===== src/hw/rtl/fstc_pkg.sv =====
// Shared types and constants for the fan speed trend controller.
// Used by every module of the block; depends on nothing.
`timescale 1ns / 1ps

package fstc_pkg;

	// Field widths
	localparam int TEMP_IN_W = 18;  // millidegree sample
	localparam int TEMP_W    = 8;   // whole degrees
	localparam int RPM_W     = 13;
	localparam int STEP_W    = 5;
	localparam int FIDX_W    = 2;

	// Stream payload layout
	localparam int IN_TDATA_W   = 24;
	localparam int OUT_TDATA_W  = 24;
	localparam int OUT_IDX_LSB  = 0;
	localparam int OUT_SPD_LSB  = OUT_IDX_LSB + FIDX_W;
	localparam int OUT_STEP_LSB = OUT_SPD_LSB + RPM_W;
	localparam int OUT_USED_W   = OUT_STEP_LSB + STEP_W;

	// Configuration port
	localparam int CFG_W     = 13;
	localparam int CFG_IDX_W = 2;
	localparam logic [CFG_IDX_W-1:0] REG_TEMP_LOW    = 2'd0;
	localparam logic [CFG_IDX_W-1:0] REG_TEMP_HIGH   = 2'd1;
	localparam logic [CFG_IDX_W-1:0] REG_FAN_MIN_RPM = 2'd2;
	localparam logic [CFG_IDX_W-1:0] REG_FAN_MAX_RPM = 2'd3;

	localparam logic [TEMP_W-1:0] TEMP_LOW_RST    = 8'd70;
	localparam logic [TEMP_W-1:0] TEMP_HIGH_RST   = 8'd80;
	localparam logic [RPM_W-1:0]  FAN_MIN_RPM_RST = 13'd1000;
	localparam logic [RPM_W-1:0]  FAN_MAX_RPM_RST = 13'd2200;

	// Millidegree to degree: floor(x/1000) == (x*RECIP) >> SHIFT for x < 493448
	localparam int MILLI_RECIP_W = 19;
	localparam logic [MILLI_RECIP_W-1:0] MILLI_RECIP = 19'd268436;
	localparam int MILLI_SHIFT = 28;
	localparam int MILLI_PROD_W = TEMP_IN_W + MILLI_RECIP_W;
	localparam int DEG_RAW_W = TEMP_W + 1;   // up to 262 degrees before clamp
	localparam logic [DEG_RAW_W-1:0] DEG_MAX = 9'd255;

	// Trend counting
	localparam int CNT_W = 2;
	localparam logic [CNT_W-1:0] TREND_HIT = 2'd2;

	// Serial divider
	localparam int DIVD_W = 18;
	localparam int DIVS_W = 8;

	// Remap request queue
	localparam int QDEPTH = 2;
	localparam int QPTR_W = $clog2(QDEPTH);

	typedef struct packed {
		logic [TEMP_W-1:0] temp_low;
		logic [TEMP_W-1:0] temp_high;
		logic [RPM_W-1:0]  fan_min_rpm;
		logic [RPM_W-1:0]  fan_max_rpm;
	} cfg_t;

	typedef struct packed {
		logic [TEMP_W-1:0] temp;
		logic              first;   // first sample after reset: always emit
	} remap_req_t;

	typedef enum logic [1:0] {
		F_IDLE,
		F_CONV,
		F_CLASS
	} front_state_t;

	typedef enum logic [2:0] {
		B_IDLE,
		B_STEP_DIV,
		B_CHECK,
		B_SPD_GO,
		B_SPD_DIV,
		B_EMIT
	} back_state_t;

endpackage


===== src/hw/rtl/fstc_div.sv =====
// Restoring unsigned divider, one quotient bit per cycle.
// Depends on fstc_pkg for operand widths.
`timescale 1ns / 1ps

module fstc_div (
	input  logic                      clk,
	input  logic                      arst_n,
	input  logic                      start,
	input  logic [fstc_pkg::DIVD_W-1:0] dividend,
	input  logic [fstc_pkg::DIVS_W-1:0] divisor,
	output logic                      done,
	output logic [fstc_pkg::DIVD_W-1:0] quotient
);
	import fstc_pkg::*;

	localparam int ITER_W = $clog2(DIVD_W + 1);

	logic                run_q;
	logic                done_q;
	logic [ITER_W-1:0]   iter_q;
	logic [DIVS_W-1:0]   rem_q;
	logic [DIVS_W-1:0]   dvs_q;
	logic [DIVD_W-1:0]   quo_q;
	logic [DIVS_W:0]     trial;
	logic                fits;

	// next partial remainder with the next dividend bit shifted in
	assign trial = {rem_q, quo_q[DIVD_W-1]};
	assign fits  = trial >= {1'b0, dvs_q};

	// iteration control
	always_ff @(posedge clk or negedge arst_n) begin
		if (!arst_n) begin
			run_q  <= 1'b0;
			done_q <= 1'b0;
			iter_q <= '0;
		end else begin
			done_q <= run_q && (iter_q == ITER_W'(1));
			if (start) begin
				run_q  <= 1'b1;
				iter_q <= ITER_W'(DIVD_W);
			end else if (run_q) begin
				iter_q <= iter_q - ITER_W'(1);
				if (iter_q == ITER_W'(1)) begin
					run_q <= 1'b0;
				end
			end
		end
	end

	// datapath: quotient bits replace dividend bits as they shift out
	always_ff @(posedge clk) begin
		if (start) begin
			quo_q <= dividend;
			rem_q <= '0;
			dvs_q <= divisor;
		end else if (run_q) begin
			rem_q <= fits ? DIVS_W'(trial - {1'b0, dvs_q}) : trial[DIVS_W-1:0];
			quo_q <= {quo_q[DIVD_W-2:0], fits};
		end
	end

	assign done     = done_q;
	assign quotient = quo_q;

endmodule


===== src/hw/rtl/fstc_queue.sv =====
// Short FIFO of remap requests between the front and back parts.
// Depends on fstc_pkg for the entry type and depth.
`timescale 1ns / 1ps

module fstc_queue (
	input  logic                 clk,
	input  logic                 arst_n,
	input  logic                 push,
	input  fstc_pkg::remap_req_t push_data,
	output logic                 full,
	input  logic                 pop,
	output fstc_pkg::remap_req_t head,
	output logic                 empty
);
	import fstc_pkg::*;

	remap_req_t          entry_q [QDEPTH];
	logic [QPTR_W-1:0]   wr_ptr_q;
	logic [QPTR_W-1:0]   rd_ptr_q;
	logic [QPTR_W:0]     fill_q;

	assign full  = fill_q == (QPTR_W+1)'(QDEPTH);
	assign empty = fill_q == '0;
	assign head  = entry_q[rd_ptr_q];

	// pointers and fill level
	always_ff @(posedge clk or negedge arst_n) begin
		if (!arst_n) begin
			wr_ptr_q <= '0;
			rd_ptr_q <= '0;
			fill_q   <= '0;
		end else begin
			if (push) begin
				wr_ptr_q <= wr_ptr_q + QPTR_W'(1);
			end
			if (pop) begin
				rd_ptr_q <= rd_ptr_q + QPTR_W'(1);
			end
			if (push && !pop) begin
				fill_q <= fill_q + (QPTR_W+1)'(1);
			end else if (pop && !push) begin
				fill_q <= fill_q - (QPTR_W+1)'(1);
			end
		end
	end

	// storage
	always_ff @(posedge clk) begin
		if (push) begin
			entry_q[wr_ptr_q] <= push_data;
		end
	end

endmodule


===== src/hw/rtl/fstc_front.sv =====
// Front part: accepts samples, converts to degrees, tracks the rise/fall
// trend and posts remap requests. Depends on fstc_pkg.
`timescale 1ns / 1ps

module fstc_front (
	input  logic                            clk,
	input  logic                            arst_n,
	input  logic                            s_tvalid,
	output logic                            s_tready,
	input  logic [fstc_pkg::IN_TDATA_W-1:0] s_tdata,   // [17:0] temp_milli
	output logic                            q_push,
	output fstc_pkg::remap_req_t            q_req,
	input  logic                            q_full
);
	import fstc_pkg::*;

	front_state_t         state_q, state_d;
	logic [TEMP_IN_W-1:0] milli_q;
	logic [TEMP_W-1:0]    temp_q;
	logic                 started_q;
	logic [TEMP_W-1:0]    prev_q;
	logic [CNT_W-1:0]     rise_q;
	logic [CNT_W-1:0]     fall_q;

	logic [MILLI_PROD_W-1:0] prod;
	logic [DEG_RAW_W-1:0]    deg_raw;
	logic [TEMP_W-1:0]       deg;
	logic [CNT_W-1:0]        rise_n, fall_n;
	logic                    need_remap;
	logic                    upd;

	// divide by 1000 through the reciprocal, saturate at 255 degrees
	assign prod    = MILLI_PROD_W'(milli_q) * MILLI_PROD_W'(MILLI_RECIP);
	assign deg_raw = prod[MILLI_SHIFT +: DEG_RAW_W];
	assign deg     = (deg_raw > DEG_MAX) ? DEG_MAX[TEMP_W-1:0] : deg_raw[TEMP_W-1:0];

	// trend classification of the converted sample
	always_comb begin
		rise_n = rise_q;
		fall_n = fall_q;
		if (temp_q < prev_q) begin
			fall_n = fall_q + CNT_W'(1);
			rise_n = '0;
		end
		if (temp_q > prev_q) begin
			rise_n = rise_q + CNT_W'(1);
			fall_n = '0;
		end
		need_remap = !started_q || (rise_n == TREND_HIT) || (fall_n == TREND_HIT);
	end

	// state register
	always_ff @(posedge clk or negedge arst_n) begin
		if (!arst_n) begin
			state_q <= F_IDLE;
		end else begin
			state_q <= state_d;
		end
	end

	// next state and handshake
	always_comb begin
		state_d  = state_q;
		s_tready = 1'b0;
		q_push   = 1'b0;
		upd      = 1'b0;
		unique case (state_q)
			F_IDLE: begin
				s_tready = 1'b1;
				if (s_tvalid) begin
					state_d = F_CONV;
				end
			end
			F_CONV: begin
				state_d = F_CLASS;
			end
			F_CLASS: begin
				if (!(need_remap && q_full)) begin
					upd     = 1'b1;
					q_push  = need_remap;
					state_d = F_IDLE;
				end
			end
			default: begin
				state_d = F_IDLE;
			end
		endcase
	end

	assign q_req.temp  = temp_q;
	assign q_req.first = !started_q;

	// sample registers
	always_ff @(posedge clk) begin
		if (s_tvalid && s_tready) begin
			milli_q <= s_tdata[TEMP_IN_W-1:0];
		end
		if (state_q == F_CONV) begin
			temp_q <= deg;
		end
	end

	// trend state
	always_ff @(posedge clk or negedge arst_n) begin
		if (!arst_n) begin
			started_q <= 1'b0;
			prev_q    <= '0;
			rise_q    <= '0;
			fall_q    <= '0;
		end else if (upd) begin
			started_q <= 1'b1;
			prev_q    <= temp_q;
			if (!started_q) begin
				rise_q <= CNT_W'(1);
				fall_q <= CNT_W'(1);
			end else if (need_remap) begin
				rise_q <= '0;
				fall_q <= '0;
			end else begin
				rise_q <= rise_n;
				fall_q <= fall_n;
			end
		end
	end

endmodule


===== src/hw/rtl/fstc_back.sv =====
// Back part: maps a temperature to a speed step, computes the fan speed
// and emits one result per fan. Depends on fstc_pkg and fstc_div.
`timescale 1ns / 1ps

module fstc_back #(
	parameter int NUM_FANS = 4,
	parameter int STEPS    = 20
) (
	input  logic                             clk,
	input  logic                             arst_n,
	input  fstc_pkg::cfg_t                   cfg,
	input  fstc_pkg::remap_req_t             head,
	input  logic                             q_empty,
	output logic                             q_pop,
	output logic                             m_tvalid,
	input  logic                             m_tready,
	output logic [fstc_pkg::OUT_TDATA_W-1:0] m_tdata,  // [1:0] fan_index,
	                                                   // [14:2] fan_speed_rpm,
	                                                   // [19:15] fan_step
	output logic                             m_tlast   // last_fan
);
	import fstc_pkg::*;

	localparam int FCW = (NUM_FANS > 1) ? $clog2(NUM_FANS) : 1;
	localparam logic [STEP_W-1:0] STEP_MAX = STEP_W'(STEPS);
	localparam logic [FCW-1:0]    FAN_LAST = FCW'(NUM_FANS - 1);

	// divide by STEPS through the reciprocal; exact for any 18-bit product
	// since the rounding error times the dividend stays below 2^SPD_SHIFT
	localparam int SPD_SHIFT   = DIVD_W + STEP_W;
	localparam int SPD_RECIP_W = SPD_SHIFT + 1;
	localparam logic [SPD_RECIP_W-1:0] SPD_RECIP =
		SPD_RECIP_W'((2 ** SPD_SHIFT + STEPS - 1) / STEPS);
	localparam int SPD_PROD_W  = DIVD_W + SPD_RECIP_W;

	back_state_t       state_q, state_d;
	logic              first_q;
	logic [STEP_W-1:0] step_q;
	logic [STEP_W-1:0] cur_step_q;
	logic [DIVD_W-1:0] prod_q;
	logic              neg_q;
	logic [RPM_W-1:0]  spd_quo_q;
	logic [RPM_W-1:0]  spd_q;
	logic [FCW-1:0]    fan_q;
	logic              m_valid_q;
	logic [FIDX_W-1:0] out_fan_q;
	logic [RPM_W-1:0]  out_spd_q;
	logic [STEP_W-1:0] out_step_q;
	logic              out_last_q;

	logic              div_start;
	logic [DIVD_W-1:0] div_dividend;
	logic [DIVS_W-1:0] div_divisor;
	logic              div_done;
	logic [DIVD_W-1:0] div_quo;

	logic              step_ld, prod_ld, quo_ld, spd_ld, out_load;
	logic [STEP_W-1:0] step_d;
	logic              span_pos;
	logic              emit;
	logic              rng_neg;
	logic [RPM_W-1:0]  rng_mag;
	logic [SPD_PROD_W-1:0] spd_prod;
	logic [RPM_W-1:0]  quo_rpm;
	logic              fan_last;
	logic [FCW+1:0]    fan_ext;

	fstc_div u_div (
		.clk      (clk),
		.arst_n   (arst_n),
		.start    (div_start),
		.dividend (div_dividend),
		.divisor  (div_divisor),
		.done     (div_done),
		.quotient (div_quo)
	);

	assign span_pos = cfg.temp_high > cfg.temp_low;
	assign emit     = first_q || (step_q != cur_step_q);
	assign rng_neg  = cfg.fan_max_rpm < cfg.fan_min_rpm;
	assign rng_mag  = rng_neg ? (cfg.fan_min_rpm - cfg.fan_max_rpm)
	                          : (cfg.fan_max_rpm - cfg.fan_min_rpm);
	assign spd_prod = SPD_PROD_W'(prod_q) * SPD_PROD_W'(SPD_RECIP);
	assign quo_rpm  = spd_prod[SPD_SHIFT +: RPM_W];
	assign fan_last = fan_q == FAN_LAST;
	assign fan_ext  = {2'b00, fan_q};

	// state register
	always_ff @(posedge clk or negedge arst_n) begin
		if (!arst_n) begin
			state_q <= B_IDLE;
		end else begin
			state_q <= state_d;
		end
	end

	// sequencer
	always_comb begin
		state_d      = state_q;
		q_pop        = 1'b0;
		div_start    = 1'b0;
		div_dividend = '0;
		div_divisor  = '0;
		step_ld      = 1'b0;
		step_d       = '0;
		prod_ld      = 1'b0;
		quo_ld       = 1'b0;
		spd_ld       = 1'b0;
		out_load     = 1'b0;
		unique case (state_q)
			B_IDLE: begin
				if (!q_empty) begin
					q_pop = 1'b1;
					if (!span_pos) begin
						// inverted or empty span: all or nothing
						step_ld = 1'b1;
						step_d  = (head.temp >= cfg.temp_high) ? STEP_MAX : '0;
						state_d = B_CHECK;
					end else if (head.temp <= cfg.temp_low) begin
						step_ld = 1'b1;
						state_d = B_CHECK;
					end else begin
						div_start    = 1'b1;
						div_dividend = DIVD_W'(head.temp - cfg.temp_low) * DIVD_W'(STEPS);
						div_divisor  = cfg.temp_high - cfg.temp_low;
						state_d      = B_STEP_DIV;
					end
				end
			end
			B_STEP_DIV: begin
				if (div_done) begin
					step_ld = 1'b1;
					step_d  = (div_quo > DIVD_W'(STEPS)) ? STEP_MAX : div_quo[STEP_W-1:0];
					state_d = B_CHECK;
				end
			end
			B_CHECK: begin
				if (emit) begin
					prod_ld = 1'b1;
					state_d = B_SPD_GO;
				end else begin
					state_d = B_IDLE;
				end
			end
			B_SPD_GO: begin
				quo_ld  = 1'b1;
				state_d = B_SPD_DIV;
			end
			B_SPD_DIV: begin
				spd_ld  = 1'b1;
				state_d = B_EMIT;
			end
			B_EMIT: begin
				if (!m_valid_q || m_tready) begin
					out_load = 1'b1;
					if (fan_last) begin
						state_d = B_IDLE;
					end
				end
			end
			default: begin
				state_d = B_IDLE;
			end
		endcase
	end

	// control registers
	always_ff @(posedge clk or negedge arst_n) begin
		if (!arst_n) begin
			cur_step_q <= '0;
			fan_q      <= '0;
			m_valid_q  <= 1'b0;
		end else begin
			if (prod_ld) begin
				cur_step_q <= step_q;
			end
			if (spd_ld) begin
				fan_q <= '0;
			end else if (out_load) begin
				fan_q <= fan_q + FCW'(1);
			end
			if (out_load) begin
				m_valid_q <= 1'b1;
			end else if (m_tready) begin
				m_valid_q <= 1'b0;
			end
		end
	end

	// datapath registers
	always_ff @(posedge clk) begin
		if (q_pop) begin
			first_q <= head.first;
		end
		if (step_ld) begin
			step_q <= step_d;
		end
		if (prod_ld) begin
			prod_q <= DIVD_W'(step_q) * DIVD_W'(rng_mag);
			neg_q  <= rng_neg;
		end
		if (quo_ld) begin
			spd_quo_q <= quo_rpm;
		end
		// truncation toward zero: subtract the magnitude quotient when falling
		if (spd_ld) begin
			spd_q <= neg_q ? (cfg.fan_min_rpm - spd_quo_q) : (cfg.fan_min_rpm + spd_quo_q);
		end
		if (out_load) begin
			out_fan_q  <= fan_ext[FIDX_W-1:0];
			out_spd_q  <= spd_q;
			out_step_q <= cur_step_q;
			out_last_q <= fan_last;
		end
	end

	assign m_tvalid = m_valid_q;
	assign m_tdata  = {(OUT_TDATA_W - OUT_USED_W)'(0), out_step_q, out_spd_q, out_fan_q};
	assign m_tlast  = out_last_q;

endmodule


===== src/hw/rtl/fan_speed_trend_controller.sv =====
// Top level of the fan speed trend controller: configuration registers,
// front part, remap queue and back part. Depends on fstc_pkg and submodules.
`timescale 1ns / 1ps

// Takes one millidegree temperature sample per stream request and drives a
// speed step and a fan speed for each fan from it. A sample is taken in the
// front part and occupies it while it is accepted, converted to degrees and
// classified by its rise/fall trend; the front is then ready again unless
// the sample needs a remap and the two-entry remap queue is full. The time
// a remap costs the back part is set mostly by the serial divider, which
// produces one quotient bit per cycle for the step (span divide); the speed
// divide by STEPS is a reciprocal multiply, not a serial divide. A remap
// whose span is inverted or empty or whose temperature is at or below
// temp_low skips the span divide. A remap that leaves the step unchanged,
// other than the first, ends after the step is known, with no results.
// Results leave through an output register, NUM_FANS per step change, the
// final fan flagged on tlast; a stalled output holds the back part in its
// emit phase. Configuration may be written only while idle.

module fan_speed_trend_controller #(
	parameter int NUM_FANS = 4,
	parameter int STEPS    = 20
) (
	input  logic                             clk,
	input  logic                             arst_n,
	// configuration
	input  logic                             cfg_we,
	input  logic [fstc_pkg::CFG_IDX_W-1:0]   cfg_index,
	input  logic [fstc_pkg::CFG_W-1:0]       cfg_data,
	// samples
	input  logic                             s_tvalid,
	output logic                             s_tready,
	input  logic [fstc_pkg::IN_TDATA_W-1:0]  s_tdata,  // [17:0] temp_milli
	// results
	output logic                             m_tvalid,
	input  logic                             m_tready,
	output logic [fstc_pkg::OUT_TDATA_W-1:0] m_tdata,  // [1:0] fan_index,
	                                                   // [14:2] fan_speed_rpm,
	                                                   // [19:15] fan_step
	output logic                             m_tlast   // last_fan
);
	import fstc_pkg::*;

	cfg_t       cfg_q;
	logic       q_push, q_full, q_pop, q_empty;
	remap_req_t q_req, q_head;

	// configuration registers
	always_ff @(posedge clk or negedge arst_n) begin
		if (!arst_n) begin
			cfg_q.temp_low    <= TEMP_LOW_RST;
			cfg_q.temp_high   <= TEMP_HIGH_RST;
			cfg_q.fan_min_rpm <= FAN_MIN_RPM_RST;
			cfg_q.fan_max_rpm <= FAN_MAX_RPM_RST;
		end else if (cfg_we) begin
			unique case (cfg_index)
				REG_TEMP_LOW:    cfg_q.temp_low    <= cfg_data[TEMP_W-1:0];
				REG_TEMP_HIGH:   cfg_q.temp_high   <= cfg_data[TEMP_W-1:0];
				REG_FAN_MIN_RPM: cfg_q.fan_min_rpm <= cfg_data[RPM_W-1:0];
				REG_FAN_MAX_RPM: cfg_q.fan_max_rpm <= cfg_data[RPM_W-1:0];
				default: ;
			endcase
		end
	end

	fstc_front u_front (
		.clk      (clk),
		.arst_n   (arst_n),
		.s_tvalid (s_tvalid),
		.s_tready (s_tready),
		.s_tdata  (s_tdata),
		.q_push   (q_push),
		.q_req    (q_req),
		.q_full   (q_full)
	);

	fstc_queue u_queue (
		.clk       (clk),
		.arst_n    (arst_n),
		.push      (q_push),
		.push_data (q_req),
		.full      (q_full),
		.pop       (q_pop),
		.head      (q_head),
		.empty     (q_empty)
	);

	fstc_back #(
		.NUM_FANS (NUM_FANS),
		.STEPS    (STEPS)
	) u_back (
		.clk      (clk),
		.arst_n   (arst_n),
		.cfg      (cfg_q),
		.head     (q_head),
		.q_empty  (q_empty),
		.q_pop    (q_pop),
		.m_tvalid (m_tvalid),
		.m_tready (m_tready),
		.m_tdata  (m_tdata),
		.m_tlast  (m_tlast)
	);

endmodule


===== config.mk =====
export PLATFORM = sky130hd
export DESIGN_NAME = fan_speed_trend_controller
export DESIGN_NICKNAME = d
export VERILOG_FILES = /design/src/hw/rtl/fstc_pkg.sv /design/src/hw/rtl/fstc_div.sv /design/src/hw/rtl/fstc_queue.sv /design/src/hw/rtl/fstc_front.sv /design/src/hw/rtl/fstc_back.sv /design/src/hw/rtl/fan_speed_trend_controller.sv
export SDC_FILE = /design/constraint.sdc
export NUM_CORES = 1
export LEC_CHECK = 0
export CAP_MARGIN = 20
export CORE_ASPECT_RATIO = 1.4
export CORE_MARGIN = 4
export CORE_UTILIZATION = 65
export CTS_BUF_LIST = sky130_fd_sc_hd__clkbuf_2
export CTS_CLUSTER_DIAMETER = 120
export DETAILED_ROUTE_END_ITERATION = 6
export DONT_BUFFER_PORTS = 1
export GPL_TIMING_DRIVEN = 0
export PLACE_DENSITY = 0.81
export SLEW_MARGIN = 30
export SYNTH_ARGS = -nofsm -noshare
export SYNTH_HDL_FRONTEND = slang
export SYNTH_HIERARCHICAL = 1
export SYNTH_SLANG_ARGS = --single-unit

===== constraint.sdc =====
create_clock -name clk -period 7.6 [get_ports clk]
set_input_delay 0.38 -clock clk [delete_from_list [all_inputs] [get_ports clk]]
set_output_delay 0.38 -clock clk [all_outputs]
set_load 0.01 [all_outputs]

==> summary.txt <==
Outcome
  • Status: complete, no violations

Setup path
  • R2R Path End: u_back/prod_q[16]$_DFFE_PP_
  • Crit Reg-Reg Startpoint: cfg_q[19]$_DFFE_PN1P_
  • Crit path top cell by count: a21oi_1
  • Critical path type: flip-flop to flip-flop
  • Internal reg-to-reg setup slack: 0.71 ns
  • Crit path buffers/inverters: 3
  • Worst setup SP type: flip-flop
  • Required @ worst endpoint: 8.28 ns
  • Crit path max-delay family: compound AO/OA/AOI/OAI gates
  • Slowest CP cell: dfstp_2
  • R2R depth: 25
  • Crit path DAT: 7.57 ns
  • Crit end category: flip-flop
  • Crit-path max cell delay: 0.60 ns
  • CP max FO: 10

Global route
  • First-pass GRT wire length: 83260 um
  • Grt total ovfl: 0
  • Largest net degree at the start of global routing: 62
  • Initial antenna violation count: 3
  • GRT Total Usage: 0.2675
  • Vias in the first global route: 17359

Die
  • Initial Util: 0.6568
  • IO Pins: 71
  • Die area: 38340 um2
  • CORE AREA: 34860 um2
  • Die height: 230.1 um
  • Die X: 166.6 um
  • Row cnt: 81

Clock tree
  • CTS sink count: 229
  • Clk_lat worst skew: 0.93 ns
  • CTS tree: yes
  • H-Tree Depth: 2
  • Clk root buf: clkbuf_2
  • Clk buf depth: 3
  • CTS buffer count: 54
  • Setup Fix Bufs, Post-CTS: 0
  • Worst-path clk slew: 0.12 ns

Yosys
  • Dominant cell by count in the synthesized netlist: inv_1
  • Mux cell area share after synthesis: 0.04984
  • Largest family of logic cells by synthesized area: adder cells
  • Compound-Gate Fraction of Synth Area: 0.09060
  • Post-Synth Adder-Cell Area: 0.3749
  • Most frequent cells after synthesis: 448 x inv_1, 390 x ha_1, 185 x fa_1
  • EDFF count, synth: 142
  • Synth area leader: ha_1
  • Mean post-synth cell area: 10.54 um2
  • Yosys reg bits: 229
  • Post-synthesis xor/xnor area fraction: 0.03825
  • Synthesized instance count: 2173
  • Synth Cell Area: 22900 um2
  • Register area share after synthesis: 0.2804
  • Synth unique cells: 84
  • Synthesis Warnings: 6
  • Post-synth top area share: 0.2131
  • Async SR Flop Fraction: 0.3450
  • Dominant cells by area after synthesis: ha_1 21%, edfxtp_1 19%, fa_1 16%, inv_1 7.3%, dfrtp_1 7.0%
  • Top_reg_cell synth: edfxtp_1
  • Simple-gate area share of the yosys netlist: 0.08552

Route
  • DRT iter0 DRCs: 846
  • DRT Pass-1 Iters: 7
  • DRT Wirelength: 50060 um
  • Vias: 15776
  • Detail Route Antenna Nets: 0
  • Post-route DRC: 0
  • Avg WL per Cell: 17.95 um
  • Vias per std cell: 5.657

STA
  • Post-Route Skew: 0.1418 ns
  • Hold Fails Final Rpt: 0
  • RSZ-0062 raised after global routing: no
  • Fmax: 0.1452 GHz
  • Minimum clock period: 6.888 ns
  • Least-Margin Pin Slew: 0.9125 ns
  • Final setup margin: 0.7120 ns
  • TNS Setup: 0 ns
  • Relative slew slack: 0.3917
  • Setup-failing EPs final: 0
  • Final period util: 0.9063
  • Slew Limit Fails: 0

Hold path
  • HP Class: primary input to flip-flop
  • Hold Path Stages: 3
  • Hold_sp: cfg_we
  • Worst Hold End: cfg_q[10]$_DFFE_PN0P_

Final layout
  • Area grow syn2layout: 7.459%
  • Share of layout cells above drive strength 1: 0.1026
  • Area occupied by multi-input gates: 14690 um2
  • Reg area: 6420 um2
  • Final nets: 2904
  • # fillers: 2526
  • Final Non-Filler Cells: 2789
  • Design area: 24600 um2

Placement
  • Dpl ws: 0.4663 ns
  • Detailed placement HPWL: 40870 um
  • Port Buf Inserts: 0
  • Placed cell count: 2636
  • Placed cell areas: 23510 um2
  • Placer Congestion: 0.9399

Flow run
  • Max Cap Viol: 0
## routing by layer
| metal | vias to the layer above | track usage | part of all wire |
|---|---|---|---|
| met5 | - | 0 | 0 |
| met4 | 0 | 0.1525 | 0.064 |
| met3 | 162 | 0.02889 | 0.027 |
| met2 | 342 | 0.5347 | 0.57 |
| met1 | 7745 | 0.2614 | 0.34 |
| li1 | 7527 | - | - |
## worst reg2reg max path, delay by kind of cell, from the launching register on
family | cells | cell delay, ns
AO/OA/AOI/OAI | 12 | 2.62
adder cells (fa/ha/maj) | 5 | 2.11
flip-flops | 1 | 0.60
buffers and inverters | 3 | 0.45
AND/OR/NAND/NOR | 2 | 0.34
multiplexers | 1 | 0.30
XOR/XNOR | 2 | 0.29
## state kept, by name, summed over array words and instances, names as in the netlist, 3 cells and up
register / flops
u_back/cur_step_q: 5
u_front/temp_q: 8
u_back/spd_q: 13
u_back/u_div/rem_q: 8
u_back/u_div/dvs_q: 8
cfg_q: 42
u_back/spd_quo_q: 13
u_back/state_q: 3
u_back/out_spd_q: 13
u_front/prev_q: 8
u_queue/entry_q: 18
u_back/u_div/iter_q: 5
u_back/u_div/quotient: 18
u_back/out_step_q: 5
u_front/milli_q: 18
u_back/prod_q: 18
u_back/step_q: 5
## through the flow
stage	hold slack [ns]	utilization
floorplan	0.08441	-
global placement	0.08606	0.6737
detailed placement	0.08627	0.6743
CTS	0.004097	0.7048
global route	0.04443	0.7057
finish	0.08981	0.7057
## placed cells by master (no fill, tap or decap), types with 22 or more instances in the layout
cell	n
inv_1	448
nand2_1	76
fa_1	185
dlygate4sd3_1	47
and2_1	48
nor3_1	22
edfxtp_1	142
xor2_1	32
ha_1	390
dfrtp_1	64
xnor2_1	66
o21ai_0	53
a21oi_1	82
nand2b_1	26
mux2_2	76
a21o_1	44
nor2_1	90
nor2b_1	34
clkbuf_2	80
## cell families (layout without fill, tap and decap cells)
family | Yosys count | after routing
multiplexers | 101 | 101
AND/OR/NAND/NOR | 380 | 380
flip-flops | 229 | 229
other | 1 | 9
XOR/XNOR | 100 | 100
buffers and inverters | 477 | 629
adder cells (fa/ha/maj) | 575 | 575
AO/OA/AOI/OAI | 310 | 310
## final cells by class
| type | count | share of cell area |
|---|---|---|
| repair buffers | 51 | 0.02156 |
| multi-input cells | 1472 | 0.5970 |
| clock inverters | 23 | 0.006255 |
| diodes | 3 | 0.0003051 |
| inverters | 448 | 0.06834 |
| well taps | 456 | 0.02319 |
| plain buffers | 29 | 0.006560 |
| flip-flops and latches | 229 | 0.2609 |
| clock buffers | 78 | 0.01587 |
## timing repair
item	in CTS	in global routing
hold buffers	49	0
resized for setup	0	5
endpoints found under the hold margin	142	0
setup endpoints to repair	0	1
## worst max-delay path by stage
stage / cells past startpoint / slack (ns) / end / start
detailed placement: 24 / 0.47 / u_back/prod_q[16]$_DFFE_PP_ / cfg_q[19]$_DFFE_PN1P_
CTS: 24 / 0.41 / u_back/prod_q[16]$_DFFE_PP_ / cfg_q[19]$_DFFE_PN1P_
global placement: 24 / 0.49 / u_back/prod_q[16]$_DFFE_PP_ / cfg_q[19]$_DFFE_PN1P_
global route: 25 / 0.12 / u_back/prod_q[16]$_DFFE_PP_ / cfg_q[19]$_DFFE_PN1P_
finish: 25 / 0.71 / u_back/prod_q[16]$_DFFE_PP_ / cfg_q[19]$_DFFE_PN1P_
floorplan: 25 / 1.35 / u_back/prod_q[16]$_DFFE_PP_ / cfg_q[19]$_DFFE_PN1P_
Power is not shown: default switching activity piles up to over one toggle a cycle in this logic, so the estimate is an artifact.
